==> src/oec_pkg.sv <==
// shared types, constants and constant functions of the elastic ease-out curve unit
`default_nettype none
package oec_pkg;

	// fractional bits of the unit position u
	localparam int STEP_BITS = 16;
	localparam int FIELD_W = 16;
	localparam int ADDR_W = 3;
	localparam int DATA_W = 32;

	// register map: the index is paddr[2]
	localparam logic REG_TOTAL = 1'b0;
	localparam logic [FIELD_W-1:0] TOTAL_RESET = 16'd100;

	// 10*u plus the phase offset needs four more bits than u
	localparam int A_W = STEP_BITS + 4;
	localparam logic [A_W-1:0] PHASE_OFS = A_W'(64'd9 << (STEP_BITS - 2));
	localparam logic [A_W-1:0] TEN = A_W'(10);

	// divide by three through a reciprocal, exact for a below 2^(STEP_BITS+4)
	localparam int M3_SHIFT = STEP_BITS + 6;
	localparam int M3_W = STEP_BITS + 5;
	localparam logic [M3_W-1:0] M3 = M3_W'(((65'd1 << M3_SHIFT) + 65'd2) / 65'd3);
	localparam int P3_W = A_W + M3_W;
	localparam int Q3_W = P3_W - M3_SHIFT;
	localparam int FRAC_SH = 32 - STEP_BITS;
	localparam logic [31:0] THIRD1 = 32'((64'd1 << FRAC_SH) / 64'd3);
	localparam logic [31:0] THIRD2 = 32'((64'd2 << FRAC_SH) / 64'd3);

	localparam logic [30:0] ONE_Q30 = 31'h4000_0000;
	localparam logic [30:0] HALF_PI_Q30 = 31'd1686629713;
	localparam logic [FIELD_W-1:0] ONE_Q14 = 16'd16384;
	localparam logic [63:0] ROUND_Q48 = 64'd1 << 47;

	// horner divisors of the sine series, innermost term first
	localparam int HORNER_STEPS = 5;
	localparam int DIV_SHIFT = 34;
	localparam int HD_W = 7;
	localparam logic [HORNER_STEPS-1:0][HD_W-1:0] HORNER_D =
		{7'd6, 7'd20, 7'd42, 7'd72, 7'd110};
	localparam logic [HORNER_STEPS-1:0][31:0] HORNER_M = {
		32'((64'd1 << DIV_SHIFT) / 64'd6),
		32'((64'd1 << DIV_SHIFT) / 64'd20),
		32'((64'd1 << DIV_SHIFT) / 64'd42),
		32'((64'd1 << DIV_SHIFT) / 64'd72),
		32'((64'd1 << DIV_SHIFT) / 64'd110)};

	typedef logic [STEP_BITS-1:0][31:0] exp_fac_t;

	// floor square root, elaboration only
	function automatic logic [63:0] isqrt64(input logic [63:0] v);
		logic [63:0] vv;
		logic [63:0] r;
		logic [63:0] b;
		logic [63:0] t;
		vv = v;
		r = '0;
		b = 64'd1 << 62;
		for (int i = 0; i < 32; i++) begin
			t = r + b;
			if (vv >= t) begin
				vv = vv - t;
				r = (r >> 1) + b;
			end else begin
				r = r >> 1;
			end
			b = b >> 2;
		end
		return r;
	endfunction

	// factors 2^(-2^-(j+1)) in Q0.32, each the root of the one before
	function automatic exp_fac_t exp_factors();
		exp_fac_t t;
		logic [63:0] c;
		c = 64'h8000_0000;
		for (int j = 0; j < STEP_BITS; j++) begin
			c = isqrt64(c << 32);
			t[j] = c[31:0];
		end
		return t;
	endfunction

	localparam exp_fac_t EXP_FACTOR = exp_factors();

	// one word in flight, carried down the whole pipeline
	typedef struct packed {
		logic zero;
		logic full;
		logic [FIELD_W-1:0] total;
		logic [FIELD_W-1:0] rem;
		logic [STEP_BITS-1:0] u;
		logic [STEP_BITS-1:0] f;
		logic [3:0] k;
		logic unity;
		logic [31:0] m;
		logic [A_W-1:0] a;
		logic [P3_W-1:0] p3;
		logic [31:0] g;
		logic [1:0] quad;
		logic [30:0] x;
		logic [31:0] x2;
		logic [30:0] h;
		logic [31:0] p;
		logic [63:0] d;
		logic [30:0] sn;
		logic [62:0] mp;
	} item_t;

endpackage
`default_nettype wire

==> src/oec_div_cell.sv <==
// one restoring division cell: one quotient bit of step/total
`default_nettype none
module oec_div_cell (
	input  wire logic         clk,
	input  wire logic         arst_n,
	input  wire logic         up_valid,
	output logic              up_ready,
	input  wire oec_pkg::item_t up_item,
	output logic              dn_valid,
	input  wire logic         dn_ready,
	output oec_pkg::item_t    dn_item
);
	import oec_pkg::*;

	logic vld_q;
	item_t itm_q;
	item_t nxt;
	logic [FIELD_W:0] sh;
	logic ge;

	always_comb begin
		nxt = up_item;
		sh = {up_item.rem, 1'b0};
		ge = sh >= {1'b0, up_item.total};
		nxt.rem = ge ? FIELD_W'(sh - {1'b0, up_item.total}) : sh[FIELD_W-1:0];
		nxt.u = {up_item.u[STEP_BITS-2:0], ge};
	end

	assign up_ready = !vld_q || dn_ready;

	always_ff @(posedge clk or negedge arst_n) begin
		if (!arst_n) begin
			vld_q <= 1'b0;
		end else if (up_ready) begin
			vld_q <= up_valid;
		end
	end

	always_ff @(posedge clk) begin
		if (up_ready && up_valid) begin
			itm_q <= nxt;
		end
	end

	assign dn_valid = vld_q;
	assign dn_item = itm_q;
endmodule
`default_nettype wire

==> config.mk <==
export PLATFORM = sky130hd
export DESIGN_NAME = oec_div_cell
export DESIGN_NICKNAME = d
export VERILOG_FILES = /design/src/oec_pkg.sv /design/src/oec_div_cell.sv
export SDC_FILE = /design/constraint.sdc
export NUM_CORES = 1
export LEC_CHECK = 0
export BUFFER_PORTS_ARGS = -buffer_cell sky130_fd_sc_hd__buf_2
export CAP_MARGIN = 20
export CORE_AREA = 2 2 382 384
export CTS_CLUSTER_SIZE = 24
export DETAILED_ROUTE_END_ITERATION = 10
export DIE_AREA = 0 0 384 386
export HOLD_SLACK_MARGIN = 0.12
export PLACE_DENSITY = 0.35
export SLEW_MARGIN = 20
export SYNTH_ARGS = -nofsm -noshare
export SYNTH_HDL_FRONTEND = slang
export SYNTH_SLANG_ARGS = --single-unit
==> constraint.sdc <==
create_clock -name clk -period 21.5 [get_ports clk]
set_input_delay 5.375 -clock clk [delete_from_list [all_inputs] [get_ports clk]]
set_output_delay 5.375 -clock clk [all_outputs]
set_load 0.01 [all_outputs]
==> metrics.txt <==
Layout area overhead=60.2%; largest area contributor in the netlist=edfxtp_1; commonest cells in the netlist=482 x edfxtp_1, 21 x inv_1, 17 x nor2_1, 16 x ha_1, 14 x a21oi_1; RSZ-0062 raised after global routing=no; CP arrival=6.02 ns; Reg clk slew, reported paths=0.06 ns; sequential fraction of the synthesis area=92.7%; GR Overflow Total=0; clock skew=0.0397 ns; Total GRT Usage=8.93%; NetSw=around 0.00057 W; mean area per synthesized cell=~24 sq um; largest net degree at the start of global routing=154; CTS buffer count=59; Sink Count=483; Critical Path Source Type=primary input; Synth Instances=640; DRT iter0 DRCs=581; post-DP HPWL=57700 um; Post-DRT Antenna Nets=0; Slew HR=31.5%; P_int=0.00186 W; syn_nets=around 1100; # setup viols final=0; status=finished, final reports clean; initial antenna violation count=52; final worst-path cycle share=53.0%; maxcap violations=0; DIE HEIGHT=386 um; VDD IR max=0.0680 mV; Hold Slack=0.956 ns; Avg WL per Cell=19.5 um; cts hold-fix bufs=0; final cell count without fillers=3643; first-pass GRT wire length=89600 um; asr flop ratio synth=0.207%; # H-tree levels=2; Inst Count DP=3526; largest cells by area after synthesis=edfxtp_1 93%, ha_1 1.3%, inv_1 0.50%; CTS tree=built; DRT Pass-1 Iters=4; Syn Std Cell Area=0.0156 sq mm; post_cts resized=0; Pwr Density=approximately 97 mW/mm^2; Synth Register Bits=483; die area=around 0.15 sq mm; Ys Warns=0; core area=0.145 sq mm; post-route core utilization=17.3%; clock power share=45.5%; Synth top area share=92.5%; Max Buffers Root-to-Sink=3; initial cell density of the core=10.8%; type of the worst min-delay path=reg -> reg; vias in the first global route=10407; P_leak=10.1 nW; highest clock rate=87.7 MHz; boundary pin count=970; Via density=2.84; Setup CP Type=in -> out; routed vias=10350; sw frac=23.4%; root buf cell=clkbuf_16; drt total wl=between 70000 and 80000 um; Pins Over Slew Limit=0; Die X-Extent=384 um; worst skew pair latency=~0.67 ns; worst-margin pin slew=a little over 1 ns; top_reg_cell synth=edfxtp_1; Sequential Power Share=46.3%; IO Port Bufs=968; Final min period=11.40 ns; setup TNS=0 ns; post-CTS setup buffers=0; EDFF count, synth=~480; row cnt=140; nets=2173; layout cells sized above 1=62.9%; RD Place Congestion=0.797; CP Capture Type=output pin; Final Hold Fails=0; crit path max fanout=3; Synth cell types=47; DRC=0; Worst EP required=16.12 ns; Comb pwr share=under 10%; most frequent cell after synthesis=edfxtp_1
cell usage in the layout, fill, tap and decap left out, drive strengths merged, types with 2 or more instances in the layout:
master / instances
xor2: 5
a31oi: 2
nor3: 5
o21ai: 7
a21o: 9
ha: 16
o21a: 2
mux2: 5
xnor2: 6
o211ai: 3
nor2b: 3
clkinv: 26
nor2: 17
nand3: 2
buf: 975
diode: 9
edfxtp: 482
nand2: 7
and3: 2
a21oi: 16
and2: 2
clkbuf: 63
bufinv: 14
inv: 25
nand2b: 3
metrics by stage:
step	setup WS [ns]	total power (W)	instance area [sq um]
detailed placement	10.09	0.00135	22900
finish	10.10	0.00242	25100
global placement	10.10	0.00135	22900
floorplan	4.09	0.00124	15600
global route	10.06	0.00253	25000
CTS	10.08	0.00248	25000
worst paths after layout:
check	startpoint	endpoint	slack (ns)	depth (start not counted)
worst min-delay path	dn_valid	dn_valid	0.96	2
min in group asynchronous	arst_n	dn_valid	4.46	1
max in group asynchronous	arst_n	dn_valid	16.95	1
worst min register to register	dn_valid	dn_valid	0.96	2
worst max register to register	dn_valid	dn_item[355]	17.35	5
worst max-delay path	dn_ready	up_ready	10.10	3
worst max-delay path: stages:
cell	delay, ns
buf_2	0.09
nand2b_1	0.30
buf_2	0.25
registers in the layout (all words and copies together) (netlist names):
register and cells:
dn_item 482, dn_valid 1
power groups by stage:
stage | registers, W | logic [W] | clock network (W)
floorplan | 0.00119 | 0.0000470 | 0
global placement | 0.00114 | 0.000205 | 0
detailed placement | 0.00114 | 0.000204 | 0
CTS | 0.00112 | 0.000205 | 0.00116
global route | 0.00113 | 0.000217 | 0.00118
finish | 0.00112 | 0.000198 | 0.00110
logic make-up (layout without fill, tap and decap cells):
logic type | Yosys count | in the layout | synth area share (%)
muxes | 6 | 6 | 0.544
and+or+nand+nor | 46 | 46 | 1.42
buffers and inverters | 27 | 1104 | 0.816
DFF | 483 | 483 | 92.7
xor gates and xnor gates | 11 | 11 | 0.616
adders and majority gates | 17 | 17 | 1.41
AOI/OAI and AO/OA | 50 | 50 | 2.50
other | 0 | 9 | 0
final cells by class:
cell class / instances / area [sq um]
Antenna cell: 9 / 22.5
Clock buffer: 63 / 1490
Clock inverter: 45 / 638
Fill cell: 15956 / 119000
Inverter: 21 / 78.8
Multi-Input combinational cell: 130 / 1020
Sequential cell: 483 / 14500
Tap cell: 1917 / 2400
Timing Repair Buffer: 975 / 4910
layer usage:
metal	track usage (%)	vias to the layer above	routed length, um
met5	0	-	229
met4	3.31	32	2010
met3	4.91	137	8710
met2	14.5	557	34400
met1	9.74	4994	25600
li1	-	4630	-
(Power assumes the default switching activity.)
