[src/oec_pkg.sv]
// shared types, constants and constant functions of the elastic ease-out curve unit
`default_nettype none
package oec_pkg;

	// fractional bits of the unit position u
	localparam int STEP_BITS = 16;
	localparam int FIELD_W = 16;
	localparam int ADDR_W = 3;
	localparam int DATA_W = 32;

	// register map: the index is paddr[2]
	localparam logic REG_TOTAL = 1'b0;
	localparam logic [FIELD_W-1:0] TOTAL_RESET = 16'd100;

	// 10*u plus the phase offset needs four more bits than u
	localparam int A_W = STEP_BITS + 4;
	localparam logic [A_W-1:0] PHASE_OFS = A_W'(64'd9 << (STEP_BITS - 2));
	localparam logic [A_W-1:0] TEN = A_W'(10);

	// divide by three through a reciprocal, exact for a below 2^(STEP_BITS+4)
	localparam int M3_SHIFT = STEP_BITS + 6;
	localparam int M3_W = STEP_BITS + 5;
	localparam logic [M3_W-1:0] M3 = M3_W'(((65'd1 << M3_SHIFT) + 65'd2) / 65'd3);
	localparam int P3_W = A_W + M3_W;
	localparam int Q3_W = P3_W - M3_SHIFT;
	localparam int FRAC_SH = 32 - STEP_BITS;
	localparam logic [31:0] THIRD1 = 32'((64'd1 << FRAC_SH) / 64'd3);
	localparam logic [31:0] THIRD2 = 32'((64'd2 << FRAC_SH) / 64'd3);

	localparam logic [30:0] ONE_Q30 = 31'h4000_0000;
	localparam logic [30:0] HALF_PI_Q30 = 31'd1686629713;
	localparam logic [FIELD_W-1:0] ONE_Q14 = 16'd16384;
	localparam logic [63:0] ROUND_Q48 = 64'd1 << 47;

	// horner divisors of the sine series, innermost term first
	localparam int HORNER_STEPS = 5;
	localparam int DIV_SHIFT = 34;
	localparam int HD_W = 7;
	localparam logic [HORNER_STEPS-1:0][HD_W-1:0] HORNER_D =
		{7'd6, 7'd20, 7'd42, 7'd72, 7'd110};
	localparam logic [HORNER_STEPS-1:0][31:0] HORNER_M = {
		32'((64'd1 << DIV_SHIFT) / 64'd6),
		32'((64'd1 << DIV_SHIFT) / 64'd20),
		32'((64'd1 << DIV_SHIFT) / 64'd42),
		32'((64'd1 << DIV_SHIFT) / 64'd72),
		32'((64'd1 << DIV_SHIFT) / 64'd110)};

	typedef logic [STEP_BITS-1:0][31:0] exp_fac_t;

	// floor square root, elaboration only
	function automatic logic [63:0] isqrt64(input logic [63:0] v);
		logic [63:0] vv;
		logic [63:0] r;
		logic [63:0] b;
		logic [63:0] t;
		vv = v;
		r = '0;
		b = 64'd1 << 62;
		for (int i = 0; i < 32; i++) begin
			t = r + b;
			if (vv >= t) begin
				vv = vv - t;
				r = (r >> 1) + b;
			end else begin
				r = r >> 1;
			end
			b = b >> 2;
		end
		return r;
	endfunction

	// factors 2^(-2^-(j+1)) in Q0.32, each the root of the one before
	function automatic exp_fac_t exp_factors();
		exp_fac_t t;
		logic [63:0] c;
		c = 64'h8000_0000;
		for (int j = 0; j < STEP_BITS; j++) begin
			c = isqrt64(c << 32);
			t[j] = c[31:0];
		end
		return t;
	endfunction

	localparam exp_fac_t EXP_FACTOR = exp_factors();

	// one word in flight, carried down the whole pipeline
	typedef struct packed {
		logic zero;
		logic full;
		logic [FIELD_W-1:0] total;
		logic [FIELD_W-1:0] rem;
		logic [STEP_BITS-1:0] u;
		logic [STEP_BITS-1:0] f;
		logic [3:0] k;
		logic unity;
		logic [31:0] m;
		logic [A_W-1:0] a;
		logic [P3_W-1:0] p3;
		logic [31:0] g;
		logic [1:0] quad;
		logic [30:0] x;
		logic [31:0] x2;
		logic [30:0] h;
		logic [31:0] p;
		logic [63:0] d;
		logic [30:0] sn;
		logic [62:0] mp;
	} item_t;

endpackage
`default_nettype wire

[src/oec_exp_cell.sv]
// one exp2 cell: multiplies in one root factor when its fraction bit is set
`default_nettype none
module oec_exp_cell (
	input  wire logic         clk,
	input  wire logic         arst_n,
	input  wire logic [31:0]  factor,
	input  wire logic         up_valid,
	output logic              up_ready,
	input  wire oec_pkg::item_t up_item,
	output logic              dn_valid,
	input  wire logic         dn_ready,
	output oec_pkg::item_t    dn_item
);
	import oec_pkg::*;

	logic vld_q;
	item_t itm_q;
	item_t nxt;
	logic [63:0] prod;

	always_comb begin
		nxt = up_item;
		prod = 64'(up_item.m) * 64'(factor);
		nxt.f = {up_item.f[STEP_BITS-2:0], 1'b0};
		if (up_item.f[STEP_BITS-1]) begin
			// still at one: the product is the factor itself
			nxt.m = up_item.unity ? factor : prod[63:32];
			nxt.unity = 1'b0;
		end
	end

	assign up_ready = !vld_q || dn_ready;

	always_ff @(posedge clk or negedge arst_n) begin
		if (!arst_n) begin
			vld_q <= 1'b0;
		end else if (up_ready) begin
			vld_q <= up_valid;
		end
	end

	always_ff @(posedge clk) begin
		if (up_ready && up_valid) begin
			itm_q <= nxt;
		end
	end

	assign dn_valid = vld_q;
	assign dn_item = itm_q;
endmodule
`default_nettype wire

[config.mk]
export PLATFORM = sky130hd
export DESIGN_NAME = oec_exp_cell
export DESIGN_NICKNAME = d
export VERILOG_FILES = /design/src/oec_pkg.sv /design/src/oec_exp_cell.sv
export SDC_FILE = /design/constraint.sdc
export NUM_CORES = 2
export LEC_CHECK = 0
export BUFFER_PORTS_ARGS = -buffer_cell sky130_fd_sc_hd__buf_2
export CAP_MARGIN = 30
export CORE_AREA = 2 2 391 393
export DETAILED_ROUTE_END_ITERATION = 7
export DIE_AREA = 0 0 393 395
export PLACE_DENSITY_LB_ADDON = 0.08
export SLEW_MARGIN = 20
export SYNTH_ARGS = -nofsm -noshare
export SYNTH_HDL_FRONTEND = slang
export SYNTH_SLANG_ARGS = --single-unit
[constraint.sdc]
create_clock -name clk -period 13.6 [get_ports clk]
set_input_delay 1.36 -clock clk [delete_from_list [all_inputs] [get_ports clk]]
set_output_delay 1.36 -clock clk [all_outputs]
set_load 0.02 [all_outputs]
==> results.json <==
{
  "finish.utilization": 0.377,
  "reg2reg_to": "dn_item[212]$_DFFE_PP_",
  "drt-pass1-iter-count": 5,
  "r2r_cells": 5,
  "numPortBuffers": 1000,
  "gp_congestion": 0.998,
  "cp-end-kind": "flip-flop",
  "drt-wirelength-per-cell_um": 34.4,
  "area_delta_synth_final_pct": 20.0,
  "cp.required_ps": 14020,
  "skew_ps": 36.5,
  "maxCapViolCount": 0,
  "hpwl_mm": 197,
  "drt-vias-per-instance": 4.76,
  "cts_buffers": 59,
  "placed_area_um2": 54800,
  "cts_max_level": 2,
  "yosysSeqAreaShare": 0.304,
  "async_reset_ff_frac": 0.00207,
  "finalNetCount": 6741,
  "min_period_ps": 9710,
  "cts_setup_buffers": 0,
  "yosys_warnings": 0,
  "cts_max_path_buffers": 3,
  "cp_slowest_cell": "buf_2",
  "drc": 0,
  "rr_startpoint": "dn_valid$_DFFE_PN0N_",
  "fmax_mhz": 103,
  "holdBufCountCts": 0,
  "ant_nets": 0,
  "setup_tns_ps": 0,
  "whs_ps": 559,
  "syn_inst": 4157,
  "die_h_um": 395,
  "critical-path-max-stage-delay_ps": 730,
  "cts_root_buf": "clkbuf_16",
  "ys_ff_latch": 482,
  "grt_max_degree": 151,
  "path_class": "input pin to flip-flop",
  "start_util": 0.314,
  "die_x_um": 393,
  "rows": 143,
  "clock_sinks": 482,
  "finalCritPeriodShare": 0.714,
  "syn-cell-area_um2": 47500,
  "wl_mm": 249,
  "final_common_cell": "buf_2",
  "dr.first_iter.drc_count": 2642,
  "grt_pass1_wl_mm": 330,
  "synth-edff-count": 481,
  "synth_nets": 5830,
  "worst-path-max-fanout": 33,
  "clk_pin_slew_worst_paths_ps": 60,
  "crit_arrival_ps": 10130,
  "num_vias": 34500,
  "grt_overflow": 0,
  "grt_pass1_vias": 36200,
  "setup-violations-final": 0,
  "dieArea_um2": 155000,
  "path_delay_family": "adder cells",
  "syn-mean-instance-area_um2": 11.4,
  "final_cell_mix": "1001 x buf_2, 895 x fa_1, 861 x inv_1, 594 x and2_1, 481 x edfxtp_1",
  "regToRegSetupSlack_ps": 9370,
  "hp-class": "input pin to asynchronous set/reset pin",
  "drive_above_1_share": 0.227,
  "hold_viol": 0,
  "grt_usage": 0.323,
  "yosysUniqueCellTypes": 65,
  "status": "complete, no violations",
  "cts_resized": 0,
  "slew_violations": 0,
  "synth_ff_type": "edfxtp_1",
  "clk_latency_ps": 690,
  "cp.buffers_inverters": 3,
  "antenna_found_initial": 140,
  "relSlewSlack": 0.308,
  "grt_setup_unrepaired": "no",
  "critPathLaunchType": "input pin",
  "crit_top_cell": "fa_1",
  "num_io_pins": 1002,
  "coreArea_um2": 151000,
  "cts_tree": "built",
  "crit_chain": "buf_2 > and2_1 > fa_1 > fa_1 > inv_1 > fa_1 > fa_1 > inv_1 > fa_1 > fa_1 > fa_1 > fa_1 > ha_1 > a21oi_1 > o21ai_0 > a2111oi_0 > and4b_1 > o311ai_2 > a31oi_1 > a41oi_2 > o221ai_2 > a221oi_2 > mux2i_1 > a311o_1",
  "tightest_slew_ps": 1040,
  "final_cell_area_um2": 57100
}
## how the worst max path moves through the flow
| stage | startpoint | endpoint | cells after the start |
|---|---|---|---|
| 3_3_place_gp | factor[10] | dn_item[410]$_DFFE_PP_ | 24 |
| 2_1_floorplan | dn_ready | dn_item[0]$_DFFE_PP_ | 2 |
| 3_5_place_dp | up_item[394] | dn_item[407]$_DFFE_PP_ | 24 |
| 4_1_cts | up_item[394] | dn_item[407]$_DFFE_PP_ | 24 |
| 5_1_grt | up_item[394] | dn_item[407]$_DFFE_PP_ | 24 |
| 6_report | up_item[391] | dn_item[407]$_DFFE_PP_ | 24 |
## cell usage after synthesis (all sizes together) (5+ instances only)
master	instances	area, um^2
nor3	10	50.1
o21ai	26	130
nand2b	6	37.5
nand4	19	119
xor2	16	140
o211ai	6	45.0
a21o	31	233
and2	595	3720
ha	260	3250
nor2b	9	56.3
a221oi	5	50.0
xnor2	17	149
edfxtp	481	14400
nand3	16	80.1
nand2	480	1800
nor2	56	213
clkbuf	210	790
a21oi	77	389
o221ai	6	58.8
a31oi	11	68.8
fa	895	17900
inv	861	3230
## registers in the layout, summed over array words and instances, names as in the netlist
| name | count |
|---|---|
| dn_valid | 1 |
| dn_item | 481 |
## area by class of cell
type	count	area (um^2)
multi-input combinational	2600	29000
inverter	862	3240
timing repair buffer	1063	5520
clock buffer	72	1530
clock inverter	39	495
antenna	99	248
fill	15300	94100
tap	2030	2540
sequential	482	14500
## worst reg2reg max path: stages, from the launching register on
cell and delay (ps):
dfrtp_1 380, nand2b_1 230, and2_4 780, buf_4 790
buf_4 810, buf_4 820
## through the flow
| step | cells | worst slack (ps) |
|---|---|---|
| detailed placement | 7037 | 3280 |
| finish | 7247 | 3890 |
| CTS | 7148 | 3960 |
| global route | 7220 | 3670 |
| global placement | 7035 | 2820 |
| floorplan | 4157 | 179 |
## logic make-up (layout without fill, tap and decap cells)
logic type	count (synthesis)	in the layout	synth area share
xor gates and xnor gates	33	33	0.00608
adders and majority gates	1155	1155	0.445
AOI/OAI and AO/OA	193	193	0.0262
buffers and inverters	1075	2036	0.0850
and+or+nand+nor	1213	1213	0.132
other	1	100	0.0000789
muxes	5	5	0.00108
DFF	482	482	0.304
## routing by layer
metal | global-route usage | share of wire
met1 | 0.372 | 0.36
met2 | 0.516 | 0.47
met3 | 0.0823 | 0.081
met4 | 0.239 | 0.088
met5 | 0 | 0.0010
Power is left out: the tool's default activity adds up to more than one toggle a clock period on the data nets, which glitch-free logic cannot reach.
